### config.mk
export PLATFORM = sky130hd
export DESIGN_NAME = mfmc_ctrl
export DESIGN_NICKNAME = d
export VERILOG_FILES = /design/src/rtl/mfmc_pkg.sv /design/src/rtl/mfmc_ctrl.sv
export SDC_FILE = /design/constraint.sdc
export NUM_CORES = 1
export LEC_CHECK = 0
export BUFFER_PORTS_ARGS = -buffer_cell sky130_fd_sc_hd__buf_2
export CAP_MARGIN = 20
export CELL_PAD_IN_SITES_DETAIL_PLACEMENT = 0
export CELL_PAD_IN_SITES_GLOBAL_PLACEMENT = 1
export CORE_MARGIN = 2
export CORE_UTILIZATION = 43
export CTS_CLUSTER_SIZE = 20
export DETAILED_ROUTE_END_ITERATION = 16
export GPL_ROUTABILITY_DRIVEN = 0
export GPL_TIMING_DRIVEN = 1
export PLACE_DENSITY_LB_ADDON = 0.1
export RECOVER_POWER = 25
export SETUP_SLACK_MARGIN = 0.5
export SLEW_MARGIN = 10
export SYNTH_ARGS = -nofsm -noshare
export SYNTH_HDL_FRONTEND = slang
export SYNTH_SLANG_ARGS = --single-unit
### constraint.sdc
create_clock -name i_clk -period 7.9 [get_ports i_clk]
set_clock_uncertainty 0.05 [all_clocks]
set_input_delay 0.79 -clock i_clk [delete_from_list [all_inputs] [get_ports i_clk]]
set_output_delay 0.79 -clock i_clk [all_outputs]
set_load 0.01 [all_outputs]
### src/rtl/mfmc_pkg.sv
// ----------------------------------------------------------------------------
// mfmc_pkg
// Shared widths, codes and controller/datapath bundles of the max-flow core.
// ----------------------------------------------------------------------------
package mfmc_pkg;

    localparam int MAX_NODES_DEF = 64;
    localparam int CAP_BITS_DEF  = 48;

    localparam int NODE_W     = 6;
    localparam int CNT_W      = 7;
    localparam int FLOW_W     = 56;
    localparam int WEIGHT_W   = 32;
    localparam int CFG_IDX_W  = 2;
    localparam int CFG_DATA_W = 7;

    localparam logic [FLOW_W-1:0] FLOW_MAX = '1;

    localparam logic OP_EDGE = 1'b0;
    localparam logic OP_RUN  = 1'b1;

    // configuration register indexes
    localparam logic [CFG_IDX_W-1:0] CFG_NODE_COUNT = 2'd0;
    localparam logic [CFG_IDX_W-1:0] CFG_SOURCE     = 2'd1;
    localparam logic [CFG_IDX_W-1:0] CFG_SINK       = 2'd2;

    // capacity write data select
    typedef enum logic [1:0] {
        WR_ZERO,
        WR_ADD_WEIGHT,
        WR_SUB_NECK,
        WR_ADD_NECK
    } t_cap_wsel;

    typedef struct packed {
        logic              w_load;
        logic              cap_we;
        t_cap_wsel         cap_wsel;
        logic              par_we;
        logic [NODE_W-1:0] par_raddr;
        logic [NODE_W-1:0] par_waddr;
        logic [NODE_W-1:0] par_wdata;
        logic              q_we;
        logic [NODE_W-1:0] q_raddr;
        logic [NODE_W-1:0] q_waddr;
        logic [NODE_W-1:0] q_wdata;
        logic              vis_clear;
        logic              vis_set;
        logic [NODE_W-1:0] vis_idx;
        logic              neck_init;
        logic              neck_min;
        logic              flow_clear;
        logic              flow_add;
        logic              cnt_clear;
        logic              cnt_inc;
    } t_dp_cmd;

    typedef struct packed {
        logic              cap_nz;
        logic              vis_bit;
        logic [NODE_W-1:0] par_rdata;
        logic [NODE_W-1:0] q_rdata;
        logic [CNT_W-1:0]  cnt;
        logic [FLOW_W-1:0] flow;
    } t_dp_sts;

endpackage

### src/rtl/mfmc_ctrl.sv
// ----------------------------------------------------------------------------
// mfmc_ctrl
// Controller: edge loading, breadth-first search, path augmentation,
// cut emission and matrix clearing, plus configuration registers.
// ----------------------------------------------------------------------------
module mfmc_ctrl import mfmc_pkg::*; #(
    parameter int MAX_NODES = MAX_NODES_DEF,
    localparam int LIM = (MAX_NODES < 64) ? MAX_NODES : 64,
    localparam int D   = MAX_NODES * MAX_NODES,
    localparam int AW  = $clog2(D)
) (
    input  logic                  i_clk,
    input  logic                  i_rst_n,
    input  logic                  s_axis_tvalid,
    output logic                  s_axis_tready,
    input  logic [47:0]           s_axis_tdata,
    input  logic [0:0]            s_axis_tuser,
    output logic                  m_axis_tvalid,
    input  logic                  m_axis_tready,
    output logic [71:0]           m_axis_tdata,
    output logic                  m_axis_tlast,
    input  logic                  i_cfg_valid,
    output logic                  o_cfg_ready,
    input  logic [CFG_IDX_W-1:0]  i_cfg_index,
    input  logic [CFG_DATA_W-1:0] i_cfg_data,
    output t_dp_cmd               o_cmd,
    output logic [AW-1:0]         o_cap_raddr,
    output logic [AW-1:0]         o_cap_waddr,
    input  t_dp_sts               i_sts
);

    typedef enum logic [4:0] {
        S_CLEAR, S_IDLE, S_EDGE_RD, S_EDGE_WR, S_RUN, S_SINGLE,
        S_BFS_INIT, S_BFS_POP, S_BFS_U, S_BFS_SCAN, S_BFS_DONE,
        S_W1_PAR, S_W1_CAP, S_W1_MIN,
        S_W2_PAR, S_W2_RD1, S_W2_WR1, S_W2_WR2,
        S_CNT, S_EMIT, S_WAIT
    } t_state;

    t_state            r_state, n_state;
    logic [CNT_W-1:0]  r_n, n_n;
    logic [NODE_W-1:0] r_from, n_from;
    logic [NODE_W-1:0] r_to, n_to;
    logic [NODE_W-1:0] r_u, n_u;
    logic [CNT_W-1:0]  r_v, n_v;
    logic [NODE_W-1:0] r_vd, n_vd;
    logic              r_pend, n_pend;
    logic [CNT_W-1:0]  r_head, n_head;
    logic [CNT_W-1:0]  r_tail, n_tail;
    logic [NODE_W-1:0] r_wv, n_wv;
    logic [NODE_W-1:0] r_p, n_p;
    logic [AW-1:0]     r_clr, n_clr;
    logic [CNT_W-1:0]  r_idx, n_idx;
    logic [CNT_W-1:0]  r_k, n_k;
    logic [CNT_W-1:0]  r_node_count, n_node_count;
    logic [NODE_W-1:0] r_src, n_src;
    logic [NODE_W-1:0] r_dst, n_dst;
    logic              r_tvalid, n_tvalid;
    logic [NODE_W-1:0] r_cut, n_cut;
    logic              r_last, n_last;
    logic [CNT_W-1:0]  r_size, n_size;
    logic [FLOW_W-1:0] r_flow, n_flow;

    logic [CNT_W-1:0]  w_n_clamp;

    // matrix address of entry (a, b)
    function automatic logic [AW-1:0] f_addr(input logic [NODE_W-1:0] a,
                                             input logic [NODE_W-1:0] b);
        return AW'(AW'(a) * AW'(MAX_NODES)) + AW'(b);
    endfunction

    // clamp the node count to the usable range
    always_comb begin
        if (r_node_count < CNT_W'(2)) begin
            w_n_clamp = CNT_W'(2);
        end else if (r_node_count > CNT_W'(LIM)) begin
            w_n_clamp = CNT_W'(LIM);
        end else begin
            w_n_clamp = r_node_count;
        end
    end

    assign s_axis_tready = (r_state == S_IDLE);
    assign o_cfg_ready   = 1'b1;

    always_comb begin
        n_state      = r_state;
        n_n          = r_n;
        n_from       = r_from;
        n_to         = r_to;
        n_u          = r_u;
        n_v          = r_v;
        n_vd         = r_vd;
        n_pend       = r_pend;
        n_head       = r_head;
        n_tail       = r_tail;
        n_wv         = r_wv;
        n_p          = r_p;
        n_clr        = r_clr;
        n_idx        = r_idx;
        n_k          = r_k;
        n_node_count = r_node_count;
        n_src        = r_src;
        n_dst        = r_dst;
        n_tvalid     = r_tvalid & ~m_axis_tready;
        n_cut        = r_cut;
        n_last       = r_last;
        n_size       = r_size;
        n_flow       = r_flow;
        o_cmd        = '0;
        o_cap_raddr  = '0;
        o_cap_waddr  = '0;

        // configuration words
        if (i_cfg_valid) begin
            if (i_cfg_index == CFG_NODE_COUNT) begin
                n_node_count = i_cfg_data;
            end else if (i_cfg_index == CFG_SOURCE) begin
                n_src = i_cfg_data[NODE_W-1:0];
            end else if (i_cfg_index == CFG_SINK) begin
                n_dst = i_cfg_data[NODE_W-1:0];
            end
        end

        unique case (r_state)
            // zero the matrix one entry a cycle
            S_CLEAR: begin
                o_cmd.cap_we     = 1'b1;
                o_cmd.cap_wsel   = WR_ZERO;
                o_cmd.flow_clear = 1'b1;
                o_cap_waddr      = r_clr;
                if (r_clr == AW'(D - 1)) begin
                    n_state = S_IDLE;
                end else begin
                    n_clr = r_clr + 1'b1;
                end
            end
            S_IDLE: begin
                if (s_axis_tvalid) begin
                    n_from       = s_axis_tdata[5:0];
                    n_to         = s_axis_tdata[11:6];
                    o_cmd.w_load = 1'b1;
                    if (s_axis_tuser[0] == OP_RUN) begin
                        n_state = S_RUN;
                    end else if (({1'b0, s_axis_tdata[5:0]} < CNT_W'(LIM)) &&
                                 ({1'b0, s_axis_tdata[11:6]} < CNT_W'(LIM))) begin
                        n_state = S_EDGE_RD;
                    end
                end
            end
            S_EDGE_RD: begin
                o_cap_raddr = f_addr(r_from, r_to);
                n_state     = S_EDGE_WR;
            end
            S_EDGE_WR: begin
                o_cmd.cap_we   = 1'b1;
                o_cmd.cap_wsel = WR_ADD_WEIGHT;
                o_cap_waddr    = f_addr(r_from, r_to);
                n_state        = S_IDLE;
            end
            S_RUN: begin
                n_n              = w_n_clamp;
                o_cmd.flow_clear = 1'b1;
                if (({1'b0, r_src} >= w_n_clamp) || (r_src == r_dst)) begin
                    n_state = S_SINGLE;
                end else begin
                    n_state = S_BFS_INIT;
                end
            end
            // degenerate run: only the source, no flow
            S_SINGLE: begin
                n_tvalid = 1'b1;
                n_cut    = r_src;
                n_last   = 1'b1;
                n_size   = CNT_W'(1);
                n_flow   = '0;
                n_idx    = r_n;
                n_state  = S_WAIT;
            end
            S_BFS_INIT: begin
                o_cmd.vis_clear = 1'b1;
                o_cmd.vis_set   = 1'b1;
                o_cmd.vis_idx   = r_src;
                o_cmd.q_we      = 1'b1;
                o_cmd.q_waddr   = '0;
                o_cmd.q_wdata   = r_src;
                n_head          = '0;
                n_tail          = CNT_W'(1);
                n_state         = S_BFS_POP;
            end
            S_BFS_POP: begin
                if (r_head == r_tail) begin
                    n_state = S_BFS_DONE;
                end else begin
                    o_cmd.q_raddr = r_head[NODE_W-1:0];
                    n_head        = r_head + 1'b1;
                    n_state       = S_BFS_U;
                end
            end
            S_BFS_U: begin
                n_u     = i_sts.q_rdata;
                n_v     = '0;
                n_pend  = 1'b0;
                n_state = S_BFS_SCAN;
            end
            // issue one row read a cycle, test the word that returns
            S_BFS_SCAN: begin
                if (r_v < r_n) begin
                    o_cap_raddr = f_addr(r_u, r_v[NODE_W-1:0]);
                    n_v         = r_v + 1'b1;
                    n_vd        = r_v[NODE_W-1:0];
                    n_pend      = 1'b1;
                end else begin
                    n_pend = 1'b0;
                end
                if (r_pend) begin
                    o_cmd.vis_idx = r_vd;
                    if (i_sts.cap_nz && !i_sts.vis_bit) begin
                        o_cmd.vis_set   = 1'b1;
                        o_cmd.par_we    = 1'b1;
                        o_cmd.par_waddr = r_vd;
                        o_cmd.par_wdata = r_u;
                        o_cmd.q_we      = 1'b1;
                        o_cmd.q_waddr   = r_tail[NODE_W-1:0];
                        o_cmd.q_wdata   = r_vd;
                        n_tail          = r_tail + 1'b1;
                    end
                end
                if (!(r_v < r_n) && !r_pend) begin
                    n_state = S_BFS_POP;
                end
            end
            S_BFS_DONE: begin
                o_cmd.vis_idx   = r_dst;
                o_cmd.cnt_clear = 1'b1;
                if (({1'b0, r_dst} < r_n) && i_sts.vis_bit) begin
                    o_cmd.neck_init = 1'b1;
                    n_wv            = r_dst;
                    n_state         = S_W1_PAR;
                end else begin
                    n_idx   = '0;
                    n_state = S_CNT;
                end
            end
            // first walk: bottleneck along the path
            S_W1_PAR: begin
                if (r_wv == r_src) begin
                    n_wv    = r_dst;
                    n_state = S_W2_PAR;
                end else begin
                    o_cmd.par_raddr = r_wv;
                    n_state         = S_W1_CAP;
                end
            end
            S_W1_CAP: begin
                n_p         = i_sts.par_rdata;
                o_cap_raddr = f_addr(i_sts.par_rdata, r_wv);
                n_state     = S_W1_MIN;
            end
            S_W1_MIN: begin
                o_cmd.neck_min = 1'b1;
                n_wv           = r_p;
                n_state        = S_W1_PAR;
            end
            // second walk: update forward and reverse residuals
            S_W2_PAR: begin
                if (r_wv == r_src) begin
                    o_cmd.flow_add = 1'b1;
                    n_state        = S_BFS_INIT;
                end else begin
                    o_cmd.par_raddr = r_wv;
                    n_state         = S_W2_RD1;
                end
            end
            S_W2_RD1: begin
                n_p         = i_sts.par_rdata;
                o_cap_raddr = f_addr(i_sts.par_rdata, r_wv);
                n_state     = S_W2_WR1;
            end
            S_W2_WR1: begin
                o_cmd.cap_we   = 1'b1;
                o_cmd.cap_wsel = WR_SUB_NECK;
                o_cap_waddr    = f_addr(r_p, r_wv);
                o_cap_raddr    = f_addr(r_wv, r_p);
                n_state        = S_W2_WR2;
            end
            S_W2_WR2: begin
                o_cmd.cap_we   = 1'b1;
                o_cmd.cap_wsel = WR_ADD_NECK;
                o_cap_waddr    = f_addr(r_wv, r_p);
                n_wv           = r_p;
                n_state        = S_W2_PAR;
            end
            // count the source side
            S_CNT: begin
                o_cmd.vis_idx = r_idx[NODE_W-1:0];
                if (r_idx < r_n) begin
                    o_cmd.cnt_inc = i_sts.vis_bit;
                    n_idx         = r_idx + 1'b1;
                end else begin
                    n_idx   = '0;
                    n_k     = '0;
                    n_state = S_EMIT;
                end
            end
            // emit source-side nodes in increasing order
            S_EMIT: begin
                o_cmd.vis_idx = r_idx[NODE_W-1:0];
                if (r_idx >= r_n) begin
                    n_clr   = '0;
                    n_state = S_CLEAR;
                end else begin
                    n_idx = r_idx + 1'b1;
                    if (i_sts.vis_bit) begin
                        n_tvalid = 1'b1;
                        n_cut    = r_idx[NODE_W-1:0];
                        n_last   = ((r_k + 1'b1) == i_sts.cnt);
                        n_size   = i_sts.cnt;
                        n_flow   = i_sts.flow;
                        n_k      = r_k + 1'b1;
                        n_state  = S_WAIT;
                    end
                end
            end
            // hold until the word is taken
            S_WAIT: begin
                if (m_axis_tready) begin
                    n_state = S_EMIT;
                end
            end
            default: begin
                n_state = S_IDLE;
            end
        endcase
    end

    always_ff @(posedge i_clk) begin
        if (!i_rst_n) begin
            r_state      <= S_CLEAR;
            r_clr        <= '0;
            r_pend       <= 1'b0;
            r_tvalid     <= 1'b0;
            r_node_count <= CNT_W'(64);
            r_src        <= NODE_W'(0);
            r_dst        <= NODE_W'(1);
        end else begin
            r_state      <= n_state;
            r_clr        <= n_clr;
            r_pend       <= n_pend;
            r_tvalid     <= n_tvalid;
            r_node_count <= n_node_count;
            r_src        <= n_src;
            r_dst        <= n_dst;
        end
    end

    always_ff @(posedge i_clk) begin
        r_n    <= n_n;
        r_from <= n_from;
        r_to   <= n_to;
        r_u    <= n_u;
        r_v    <= n_v;
        r_vd   <= n_vd;
        r_head <= n_head;
        r_tail <= n_tail;
        r_wv   <= n_wv;
        r_p    <= n_p;
        r_idx  <= n_idx;
        r_k    <= n_k;
        r_cut  <= n_cut;
        r_last <= n_last;
        r_size <= n_size;
        r_flow <= n_flow;
    end

    assign m_axis_tvalid = r_tvalid;
    assign m_axis_tlast  = r_last;
    assign m_axis_tdata  = {3'b000, r_flow, r_size, r_cut};

endmodule

# After elaboration in Yosys (flattened, before gate mapping)
# Cells that the tools add are included.
[op_classes] eq_ne=44 muxes=87 reduce_logical=36 n_addsub=11 bitwise_logic=4 n_lt_le_gt_ge=7
[ops] cell="56-bit 2-to-1 mux" n=2
[ops] cell="56-bit one-hot mux with 2 select lines" n=1
[ops] cell="7-bit 2-to-1 mux" n=15
[ops] cell="5-bit one-hot mux with 20 select lines" n=1
[ops] cell="12-bit one-hot mux with 4 select lines" n=2
[ops] cell="12-bit 2-to-1 mux" n=6
[ops] cell="7-bit one-hot mux with 2 select lines" n=5
[ops] cell="12-bit by 6-bit adder with 12-bit output" n=5
[ops] cell="6-bit 2-to-1 mux" n=8
[ops] cell="12-bit one-hot mux with 2 select lines" n=2
[ops] cell="5-bit by 4-bit equality test with 1-bit output (second input constant)" n=8
[ops] cell="5-bit 2-to-1 mux" n=8
[ops] cell="7-bit by 1-bit adder with 7-bit output (second input constant)" n=5
[ops] cell="2-bit inequality test (second input constant)" n=16
[ops] cell="7-bit one-hot mux with 4 select lines" n=1
[ops] cell="13-bit 2-to-1 mux" n=2
[ops] cell="5-bit equality test (second input constant)" n=5
[ops] cell="6-bit one-hot mux with 4 select lines" n=1
[ops] cell="5-bit by 3-bit equality test with 1-bit output (second input constant)" n=4
[ops] cell="1-bit 2-to-1 mux" n=20
[ops] cell="6-bit one-hot mux with 3 select lines" n=1
[ops] cell="3-bit AND reduction" n=6
[ops] cell="7-bit equality test" n=2
[ops] cell="7-bit < comparator" n=2
[ops] cell="other kinds (33)" n=61
[word_totals] out_inout_bits=156 elab_cells=212 in_bits=140 regBits=186

# Logic depth before layout (Yosys ltp)
# Gate-level depths: netlist (run 1).
[depth] ltp_word=7 mapped_depth=11 ltp_nobuf=11

# Worst setup path after synthesis (run 1)
# No wires, ideal clock.
[synth_timing] kind="register -> register" start="reg r_idx[0]" end="reg r_last, in the netlist m_axis_tlast (enable)" path_stages_with_launch=8 setup_ns=0.522 synth_period_minus_slack_ns=5.444 t_arrival_ns=4.872 n_path_buf=0 path_slack_ns=2.456 required_ns=7.328 path_cell_list="edfxtp_1 > inv_1 > ha_1 > nand2b_1 > a211oi_1 > o21bai_2 > and2_1 > a21oi_1"
[synth_via] elab_chain_cells=3
[synth_lines] item="from (decl)" line="mfmc_ctrl.sv:53" text="logic [CNT_W-1:0] r_idx, n_idx;"
[synth_lines] item="from (signal assigned)" line="mfmc_ctrl.sv:368" text="r_idx <= n_idx;"
[synth_lines] item="7-bit greater-or-equal comparator" line="mfmc_ctrl.sv:309" text="if (r_idx >= r_n) begin"
[synth_lines] item="2-bit inequality test (no line)"
[synth_lines] item="3-bit AND reduction (no line)"
[synth_lines] item="to (signal assigned)" line="mfmc_ctrl.sv:371" text="r_last <= n_last;"
[synth_lines] item="to (decl)" line="mfmc_ctrl.sv:60" text="logic r_last, n_last;"
# No other way between the ends.
# A chain may end at the register's enable or synchronous reset.

==> results of run 1 <==
==> stage by stage <==
stage / hold slack [ns] / setup slack [ns] / area [um^2]
finish: 0.450 / 3.83 / 11700
global route: 0.464 / 3.65 / 11700
CTS: 0.457 / 3.87 / 11800
detailed placement: 0.440 / 4.36 / 11200
global placement: 0.428 / 4.34 / 11200
floorplan: 0.402 / 2.46 / 9730
==> state kept, by name (all words and copies together) (netlist names), 5 cells and up <==
register and flops:
r_idx 7, r_dst 6, r_flow 56, r_k 7, r_src 6, r_u 6, r_cut 6, r_to 6
r_v 7, r_size 7, r_tail 7, r_p 6, r_head 7, r_vd 6, r_node_count 7, r_state 5
r_n 7, r_clr 12, r_from 6, r_wv 6
==> layout make-up <==
cell class | count | area (um^2)
Timing Repair Buffer | 265 | 1250
Sequential cell | 186 | 5200
Multi-Input combinational cell | 641 | 4210
Inverter | 24 | 90.1
Fill cell | 2131 | 10700
Clock inverter | 15 | 161
Clock buffer | 17 | 425
Antenna cell | 1 | 2.50
Tap cell | 285 | 357
==> critical path, stage by stage, from the launching register on <==
cell,delay [ns]
dfxtp_1,0.74
inv_1,0.24
nor2_1,0.37
and3_4,0.35
and3b_1,0.65
and2_1,0.25
a21o_1,0.08
buf_2,0.12
==> synth_stat cells (23+ instances only) <==
cell	number
nand2_1	93
inv_1	23
and2_1	99
ha_1	30
clkbuf_1	30
a21oi_1	31
nand3_1	23
xor2_1	36
dfxtp_1	38
a22oi_1	28
edfxtp_1	148
nor2_1	79
==> worst max path at each step <==
stage          depth (start not counted)                         end  slack (ns)               startpoint
4_1_cts                                7                   o_cmd[15]        3.87  r_state[0]$_SDFFE_PN0P_
2_1_floorplan                          7  m_axis_tlast$_SDFFCE_PN1P_        2.46       r_idx[0]$_DFFE_PP_
5_1_grt                                7                   o_cmd[16]        3.65  r_state[0]$_SDFFE_PN0P_
3_3_place_gp                           7                   o_cmd[19]        4.34  r_state[0]$_SDFFE_PN0P_
3_5_place_dp                           7                   o_cmd[16]        4.36  r_state[0]$_SDFFE_PN0P_
6_report                               7                   o_cmd[15]        3.83  r_state[0]$_SDFFE_PN0P_
==> power breakdown <==
part | internal, W | total (W) | switching (W)
sequential | 0.00111 | 0.00118 | 0.0000734
clock | 0.000448 | 0.000858 | 0.000410
combinational | 0.000152 | 0.000403 | 0.000251
total | 0.00171 | 0.00244 | 0.000734
==> routing by layer <==
layer  track usage  up-vias  part of all wire
li1              -     3727                 -
met1         0.306     3648              0.45
met2         0.372      296              0.47
met3        0.0423       27             0.062
met4        0.0723        0             0.017
met5             0        -                 0
==> placed cells by master (no fill, tap or decap), drive strengths merged, types with 15 or more instances in the layout <==
cell,count
a21oi,33
a22oi,28
mux2i,20
nand3,23
inv,29
buf,192
edfxtp,148
clkbuf,90
nor2,80
dfxtp,38
xnor2,19
and3,15
ha,30
nand2,94
o21ai,19
and2,100
xor2,36
==> cell families after synthesis <==
kind of cell,share of synthesized area
AOI/OAI and AO/OA,0.113
muxes,0.0275
other,0.000772
adders and majority gates,0.0386
xor gates and xnor gates,0.0495
DFF,0.535
buffers and inverters,0.0351
and+or+nand+nor,0.200
==> metrics.md, run 1 <==
| Metric | Value |
|---|---|
| Routed WL | `27600 um` |
| Clk sink count | `186` |
| GR Util All Layers | `0.227` |
| Count of cell types in the netlist | `68` |
| Avg Cell Area, Syn | `10.8 um^2` |
| WHS Endpoint | `r_node_count[0]$_SDFFE_PN0P_` |
| CP required | `7.06 ns` |
| Primary FF master, synth | `edfxtp_1` |
| Initial antenna violation count | `1` |
| Total clock buffers created by CTS | `17` |
| Global route total overflow | `0` |
| Synth-to-Final Area Change | `20.3%` |
| Final Max Tran Viols | `0` |
| Placed cells | `1398` |
| Setup TNS | `0 ns` |
| Port bufs | `255` |
| Endpoint class of the critical path | `primary output` |
| Critical Path AT | `3.23 ns` |
| Hold Path Stages | `2` |
| Maximum vdd drop | `0.000130 V` |
| Post-route minimum period | `4.07 ns` |
| Worst skew pair latency | `0.43 ns` |
| P_leak | `5.11 nW` |
| Post-DR wirelength/cell | `19.2 um` |
| CTS clk-pin slew, worst paths | `0.08 ns` |
| DR pass1 iterations | `7` |
| Final setup viols | `0` |
| Synthesized area | `9720 um^2` |
| Crit-path max FO | `21` |
| Non-Filler Instances | `1434` |
| Vias/cell | `5.37` |
| Synth warnings | `0` |
| Die Y | `154 um` |
| Library cell occupying the most area in the post-synthesis netlist | `edfxtp_1` |
| Nets | `1305` |
| Status | `complete, no violations` |
| Worst rel slew slack | `0.394` |
| First-pass GRT wire length | `41900 um` |
| Post-synth EDFFs | `148` |
| DP HPWL | `20300 um` |
| Crit path kind | `flip-flop to primary output` |
| CTS tree | `yes` |
| Via Count | `7698` |
| Fraction of final layout cells sized beyond drive strength 1 | `0.220` |
| Pwr Density | `209 nW/um^2` |
| Reg2Reg Setup Slack | `4.54 ns` |
| Postcts setup bufs | `0` |
| CTS root buf | `clkbuf_16` |
| Reg2Reg Launch Point | `r_state[0]$_SDFFE_PN0P_` |
| R2R depth | `6` |
| Fmax | `0.246 GHz` |
| Synth top area share | `0.457` |
| Setup repair after global routing missed its margin | `no` |
| Seq cells post-synth | `186` |
| Final Hold Vio Count | `0` |
| Hold WC Path Type | `flip-flop to flip-flop` |
| Sequential fraction of the synthesis area | `0.535` |
| Fin util | `0.522` |
| Ports | `296` |
| Die W | `154 um` |
| Largest net degree at the start of global routing | `76` |
| Longest Clk Path Bufs | `2` |
| Hold Startpoint | `r_node_count[0]$_SDFFE_PN0P_` |
| Core area | `22400 um^2` |
| CTS Hold Bufs | `0` |
| Die area | `23800 um^2` |
| Mapped Cells | `903` |
| Ranking of synthesized cells by area | `edfxtp_1 (46%), dfxtp_1 (7.8%), and2_1 (6.4%), ha_1 (3.9%), nand2_1 (3.6%)` |
| Fraction of registers with async set/reset | `0` |
| Pwr Total | `0.00244 W` |
| Crit path launch type | `flip-flop` |
| H-tree depth | `4` |
| Initial Utilization | `0.433` |
| Vias in the first global route | `7304` |
| Post-route ant nets | `0` |
| DRT iter0 DRCs | `509` |
| Post-route DRC | `0` |
| Row cnt | `55` |
| Cts repair resizes | `0` |
| Worst slew pin tran | `0.908 ns` |
| Fin crit share | `0.515` |
| R2R Path End | `r_flow[23]$_SDFFCE_PN0P_` |
| MaxCap Viol Count | `0` |
Power figures use the tool's default switching activity.
==> run 2: changes to the inputs <==
--- a/config.mk
+++ b/config.mk
@@ -5,12 +5,13 @@
 export SDC_FILE = /design/constraint.sdc
 export NUM_CORES = 1
 export LEC_CHECK = 0
+export ABC_AREA = 1
 export BUFFER_PORTS_ARGS = -buffer_cell sky130_fd_sc_hd__buf_2
 export CAP_MARGIN = 20
 export CELL_PAD_IN_SITES_DETAIL_PLACEMENT = 0
 export CELL_PAD_IN_SITES_GLOBAL_PLACEMENT = 1
 export CORE_MARGIN = 2
-export CORE_UTILIZATION = 43
+export CORE_UTILIZATION = 38
 export CTS_CLUSTER_SIZE = 20
 export DETAILED_ROUTE_END_ITERATION = 16
 export GPL_ROUTABILITY_DRIVEN = 0
==> constraint.sdc (replaced) <==
create_clock -name i_clk -period 4 [get_ports i_clk]
set_clock_uncertainty 0.05 [all_clocks]
set_input_delay 0.4 -clock i_clk [delete_from_list [all_inputs] [get_ports i_clk]]
set_output_delay 0.4 -clock i_clk [all_outputs]
set_load 0.01 [all_outputs]
==> run 2 against run 1 <==
Against the previous run: first-iteration DRC count grew 41%; wire length rose by 7.8%; global-route usage decreased by 1.3 points; clock power is 93% higher; critical path depth grew 2; combinational power increased by 37%; register-to-register slack worse by 3.2 ns; hold slack got worse by 0.37 ns; power is 80% higher; synthesized cell count increased by 29%; critical path type unchanged; highest routed layer unchanged.
==> metrics.md, run 2 <==
| Metric | Value |
|---|---|
| Worst skew pair latency | `0.44 ns (about the same)` |
| Highest-count cells in the layout ignoring fill and taps | `nand2_1 (222), nor2_1 (192), inv_1 (191)` |
| Count of cell types in the netlist | `43 (-37%)` |
| Total clock buffers created by CTS | `17 (unchanged)` |
| Vias/cell | `4.85 (-9.6%)` |
| Maximum vdd drop | `0.000250 V (+92%)` |
| Min Hold Slack | `0.0771 ns (-0.373 ns)` |
| First-pass GRT wire length | `45900 um (+9.5%)` |
| Final setup viols | `0 (unchanged)` |
| Synthesized area | `9930 um^2 (+2.2%)` |
| CTS Hold Bufs | `0 (unchanged)` |
| Design area | `12000 um^2 (+2.9%)` |
| Final Hold Vio Count | `0 (unchanged)` |
| Cts repair resizes | `0 (unchanged)` |
| Synth warnings | `0 (unchanged)` |
| Routed WL | `29700 um (+7.8%)` |
| Crit-path max FO | `13 (-38%)` |
| Status | `complete, no violations` |
| Longest Clk Path Bufs | `2 (unchanged)` |
| Die Y | `166 um (+7.3%)` |
| Global route total overflow | `0 (unchanged)` |
| Die area | `27400 um^2 (+15%)` |
| Endpoint class of the critical path | `primary output` |
| Pwr Density | `364 nW/um^2 (+74%)` |
| Ant diodes | `0 (-1)` |
| Postcts setup bufs | `0 (unchanged)` |
| CTS clk-pin slew, worst paths | `0.08 ns (about the same)` |
| FILL cells | `2674 (+25%)` |
| Primary FF master, synth | `edfxtp_1` |
| Initial antenna violation count | `0 (-1)` |
| Fmax | `0.310 GHz` |
| Post-placement cell area | `11600 um^2 (+3.5%)` |
| Initial Utilization | `0.384 (-0.0490)` |
| Crit path launch type | `flip-flop` |
| H-tree depth | `4 (unchanged)` |
| Biggest regs | `r_flow (56), r_clr (12)` |
| Setup TNS | `0 ns (unchanged)` |
| Mapped Cells | `1161 (+29%)` |
| Count leader, synth | `nand2_1` |
| CTS tree | `yes` |
| Final Max Tran Viols | `0 (unchanged)` |
| Setup repair after global routing missed its margin | `no` |
| Fraction of final layout cells sized beyond drive strength 1 | `0.180 (-0.0398)` |
| Core area | `25800 um^2 (+15%)` |
| Nets | `1587 (+22%)` |
| Ranking of synthesized cells by area | `edfxtp_1 (45%), nand2_1 (8.4%), dfxtp_1 (7.7%), nor2_1 (7.3%), inv_1 (7.2%)` |
| CTS root buf | `clkbuf_16` |
| DRT iter0 DRCs | `717 (+41%)` |
| Hold WC Path Type | `primary input to flip-flop` |
| Register name with the most flops | `r_flow` |
| Worst slew pin tran | `0.953 ns (+0.0450 ns)` |
| Register area | `5200 um^2 (unchanged)` |
| Post-route minimum period | `3.22 ns` |
| Library cell occupying the most area in the post-synthesis netlist | `edfxtp_1` |
| P_leak | `5.61 nW (+9.6%)` |
| Max reg flops | `56 (unchanged)` |
| Seq cells post-synth | `186 (unchanged)` |
| Largest net degree at the start of global routing | `71 (-6.6%)` |
| Port bufs | `255 (unchanged)` |
| Most instantiated cells after synthesis | `nand2_1 (222), nor2_1 (193), inv_1 (191)` |
| Sequential fraction of the synthesis area | `0.524 (-0.0113)` |
| Post-route ant nets | `0 (unchanged)` |
| DR pass1 iterations | `5 (-2)` |
| Row cnt | `59 (+7.3%)` |
| GR Util All Layers | `0.214 (-0.0128)` |
| Most common cell after layout, fill and taps aside | `nand2_1` |
| Worst rel slew slack | `0.364 (-0.0300)` |
| Die W | `166 um (+7.3%)` |
| Synth top area share | `0.447 (-0.00967)` |
| DP HPWL | `23100 um (+14%)` |
| Critical Path AT | `2.77 ns (-0.46 ns)` |
| MaxCap Viol Count | `0 (unchanged)` |
| CP required | `3.55 ns (-3.51 ns)` |
| Multi-input logic area | `3830 um^2 (-8.9%)` |
| Crit path kind | `flip-flop to primary output` |
| Synth-to-Final Area Change | `21.2%` |
| Post-DR wirelength/cell | `16.8 um (-12%)` |
| Fin crit share | `0.806` |
| Post-route DRC | `0 (unchanged)` |
| Avg Cell Area, Syn | `8.56 um^2 (-21%)` |
| Vias in the first global route | `8090 (+11%)` |
| Ports | `296 (unchanged)` |
| Via Count | `8564 (+11%)` |
| Clk sink count | `186 (unchanged)` |
| Fraction of registers with async set/reset | `0 (unchanged)` |
| Post-synth EDFFs | `148 (unchanged)` |
[run 2: cell families (layout without fill, tap and decap cells)]
logic type | count (synthesis) | in the layout | share of synthesized area
simple gates | 527 | 527 | 0.224
other cells | 2 | 4 | 0.000756
xor+xnor | 33 | 33 | 0.0291
compound gates | 151 | 151 | 0.0928
flops | 186 | 186 | 0.524
fa+ha+maj | 30 | 30 | 0.0378
buf+inv | 232 | 499 | 0.0917
[run 2: final timing paths]
kind,depth (start not counted),start,slack [ns],end
worst max register to register,8,r_state[1]$_SDFFE_PN0P_,1.39,r_clr[10]$_SDFFE_PN0P_
worst max-delay path,9,r_state[0]$_SDFFE_PN0P_,0.78,o_cap_raddr[5]
worst min register to register,2,r_node_count[1]$_SDFFE_PN0P_,0.43,r_node_count[1]$_SDFFE_PN0P_
worst min-delay path,1,s_axis_tdata[3],0.08,r_from[3]$_DFFE_PP_
[run 2: area by class of cell]
class                           instances  area share
Inverter                              204      0.0640
Timing Repair Buffer                  263       0.104
Tap cell                              335      0.0348
Clock buffer                           18      0.0356
Sequential cell                       186       0.432
Multi-Input combinational cell        745       0.318
Clock inverter                         14      0.0108
[run 2: per-layer routing]
layer  track usage  wire [um]
met4        0.0647        671
met1         0.292      13700
met2         0.345      13500
met3        0.0425       1900
met5             0          0
[run 2: through the flow]
stage	total power [W]	setup slack (ns)	util	std cells
final	0.00438	0.778	0.466	1765
after global routing	0.00456	0.623	0.466	1765
after CTS	0.00442	0.794	0.470	1765
after detailed placement	0.00276	1.28	0.448	1733
after global placement	0.00276	1.28	0.448	1733
after floorplan	0.00256	1.13	-	1163
[run 2: report_power, final]
part / switching [W] / total [W] / internal [W]
combinational: 0.000369 / 0.000551 / 0.000182
sequential: 0.0000533 / 0.00217 / 0.00212
clock: 0.000836 / 0.00166 / 0.000825
[run 2: critical path, cell delays in order, from the launching register on]
cell and delay (ns):
dfxtp_1 0.53, inv_2 0.18, nor2_2 0.28, nand2_2 0.27, inv_4 0.17, nand3_4 0.19, inv_4 0.22, nand2_1 0.12
o2111ai_1 0.16, buf_2 0.20
==> run 3: changes to the inputs <==
==> constraint.sdc (replaced) <==
create_clock -name i_clk -period 3.2 [get_ports i_clk]
set_clock_uncertainty 0.05 [all_clocks]
set_input_delay 0.32 -clock i_clk [delete_from_list [all_inputs] [get_ports i_clk]]
set_output_delay 0.32 -clock i_clk [all_outputs]
set_load 0.01 [all_outputs]
==> run 3 against run 2 <==
Against the previous run: sequential power grew 25%; hold slack lost 0.058 ns; via count grew 2.9%; power grew 25%; combinational power grew 34%; count of clock-buffer cells in the layout shrank 1; sequential share of layout area shrank 2.2 points; cell count grew 3.3%; utilization grew 2.6 points; first-iteration DRC count grew 6.0%.
==> metrics.md, run 3 (same netlist as run 2, synthesis figures left out) <==
| Metric | Value |
|---|---|
| Post-route minimum period | `2.63 ns` |
| Worst slew pin tran | `0.654 ns (-0.300 ns)` |
| CP required | `2.83 ns (-0.72 ns)` |
| CTS root buf | `clkbuf_16` |
| DRT iter0 DRCs | `760 (+6.0%)` |
| MaxCap Viol Count | `0 (unchanged)` |
| Initial Utilization | `0.384 (unchanged)` |
| Biggest regs | `r_flow (56), r_clr (12)` |
| Hold WC Path Type | `primary input to flip-flop` |
| GR Util All Layers | `0.219 (+0.00490)` |
| Post-route ant nets | `0 (unchanged)` |
| Hold Path Stages | `1 (unchanged)` |
| Most common cell after layout, fill and taps aside | `nand2_1` |
| Fin crit share | `0.823` |
| Worst skew pair latency | `0.43 ns (about the same)` |
| Crit-path max FO | `6 (-7)` |
| Final Max Tran Viols | `0 (unchanged)` |
| Reg2Reg Launch Point | `r_node_count[2]$_SDFFE_PN0P_` |
| Vias in the first global route | `8342 (+3.1%)` |
| P_leak | `5.89 nW (+5.1%)` |
| Reg2Reg Setup Slack | `0.78 ns (-0.61 ns)` |
| Port bufs | `255 (unchanged)` |
| Post-route DRC | `0 (unchanged)` |
| Pwr Total | `0.00550 W (+25%)` |
| Pwr Density | `433 nW/um^2 (+19%)` |
| Pre-CTS setup slack | `0.599 ns (-0.679 ns)` |
| Crit path launch type | `flip-flop` |
| Die W | `166 um (unchanged)` |
| Multi-input logic area | `3940 um^2 (+2.7%)` |
| Worst rel slew slack | `0.561 (+0.196)` |
| Synth-to-Final Area Change | `27.9%` |
| Longest Clk Path Bufs | `2 (unchanged)` |
| Max reg flops | `56 (unchanged)` |
| Post-placement cell area | `11700 um^2 (+1.4%)` |
| Die Y | `166 um (unchanged)` |
| Endpoint class of the critical path | `primary output` |
| WHS Endpoint | `r_to[0]$_DFFE_PP_` |
| Clk sink count | `186 (unchanged)` |
| Fmax | `0.380 GHz` |
| Global route total overflow | `0 (unchanged)` |
| FILL cells | `2621 (-2.0%)` |
| Highest-count cells in the layout ignoring fill and taps | `nand2_1 (218), inv_1 (186), nor2_1 (186)` |
| Crit path kind | `flip-flop to primary output` |
| Setup repair after global routing missed its margin | `yes` |
| Final WS setup | `0.568 ns (-0.210 ns)` |
| Total clock buffers created by CTS | `17 (unchanged)` |
| Critical Path AT | `2.26 ns (-0.51 ns)` |
| Ant diodes | `0 (unchanged)` |
| Fraction of final layout cells sized beyond drive strength 1 | `0.220 (+0.0400)` |
| Non-Filler Instances | `1823 (+3.3%)` |
| Row cnt | `59 (unchanged)` |
| Routed WL | `30600 um (+2.8%)` |
| Hold Startpoint | `s_axis_tdata[6]` |
| R2R depth | `15 (+7)` |
| Register name with the most flops | `r_flow` |
| First-pass GRT wire length | `46900 um (+2.2%)` |
| Maximum vdd drop | `0.000292 V (+17%)` |
| Register area | `5210 um^2 (about the same)` |
| Status | `complete, no violations` |
| Initial antenna violation count | `0 (unchanged)` |
| Design area | `12700 um^2 (+5.5%)` |
| CTS clk-pin slew, worst paths | `0.07 ns (about the same)` |
| DP HPWL | `23300 um (+0.93%)` |
| DR pass1 iterations | `5 (unchanged)` |
| Via Count | `8810 (+2.9%)` |
| CTS tree | `yes` |
| Final Hold Vio Count | `0 (unchanged)` |
| Placed cells | `1748 (+0.87%)` |
| H-tree depth | `4 (unchanged)` |
| Nets | `1646 (+3.7%)` |
| Vias/cell | `4.83 (-0.40%)` |
| Largest net degree at the start of global routing | `40 (-44%)` |
| Die area | `27400 um^2 (unchanged)` |
| R2R Path End | `r_state[0]$_SDFFE_PN0P_` |
| Post-DR wirelength/cell | `16.8 um (-0.46%)` |
| Core area | `25800 um^2 (unchanged)` |
| Setup TNS | `0 ns (unchanged)` |
| Ports | `296 (unchanged)` |
| Final setup viols | `0 (unchanged)` |
## run 3: changes by cell type in the layout (fill, tap and decap cells not counted), sizes merged
cell | previous run | this run
clkinvlp | 1 | 5
dlygate4sd3 | 0 | 13
buf | 187 | 230
inv | 210 | 207
clkbuf | 94 | 95
## run 3: power breakdown
group	total (W)	internal [W]	leakage, nW	switching, W
clock	0.00204	0.00103	0.271	0.00101
combinational	0.000737	0.000255	3.98	0.000482
sequential	0.00272	0.00265	1.64	0.0000733
total	0.00550	0.00393	5.89	0.00156
## run 3: worst max-delay path by stage
| stage | endpoint | depth (start not counted) | startpoint | slack [ns] |
|---|---|---|---|---|
| floorplan | m_axis_tlast$_SDFFCE_PN1P_ | 8 | r_idx[2]$_DFFE_PP_ | 0.37 |
| global placement | o_cmd[15] | 7 | r_state[0]$_SDFFE_PN0P_ | 0.62 |
| detailed placement | m_axis_tlast$_SDFFCE_PN1P_ | 12 | r_n[5]$_DFFE_PP_ | 0.60 |
| CTS | o_cmd[7] | 8 | r_state[0]$_SDFFE_PN0P_ | 0.52 |
| global route | o_cap_raddr[9] | 10 | r_v[1]$_SDFFCE_PN0P_ | 0.45 |
| finish | o_cmd[8] | 7 | r_state[2]$_SDFFE_PN0P_ | 0.57 |
## run 3: cell type report
type / count / share of cell area
repair buffers: 321 / 0.140
multi-input cells: 745 / 0.310
inverters: 204 / 0.0617
clock buffers: 17 / 0.0335
well taps: 335 / 0.0330
flip-flops and latches: 186 / 0.410
clock inverters: 14 / 0.0107
repair inverters: 1 / 0.000591
## run 3: what timing repair did
action                                 in CTS  in global routing
hold buffers                               13                  0
resized for setup                          16                 22
gates cloned                                1                  0
buffers inserted                           11                 19
setup endpoints to repair                  53                107
endpoints found under the hold margin      13                  0
pin swaps                                   2                  7
## run 3: layer usage
| layer | routed length (um) | share of wire | track usage | vias up |
|---|---|---|---|---|
| li1 | - | - | - | 4431 |
| met1 | 13500 | 0.44 | 0.288 | 4020 |
| met2 | 14600 | 0.48 | 0.369 | 325 |
| met3 | 1900 | 0.062 | 0.0413 | 34 |
| met4 | 574 | 0.019 | 0.0605 | 0 |
| met5 | 0 | 0 | 0 | - |
## run 3: worst max-delay path: stages, from the launching register on
cell,delay [ns]
dfxtp_1,0.39
inv_1,0.14
nand3_1,0.21
nor2_2,0.13
buf_4,0.17
inv_1,0.14
o2111ai_1,0.43
buf_2,0.22
## run 3: stage by stage
stage	util	hold WS [ns]
3_5_place_dp	0.454	0.414
2_1_floorplan	-	0.369
6_report	0.492	0.0186
5_1_grt	0.492	0.00227
3_3_place_gp	0.454	0.408
4_1_cts	0.487	0.000364
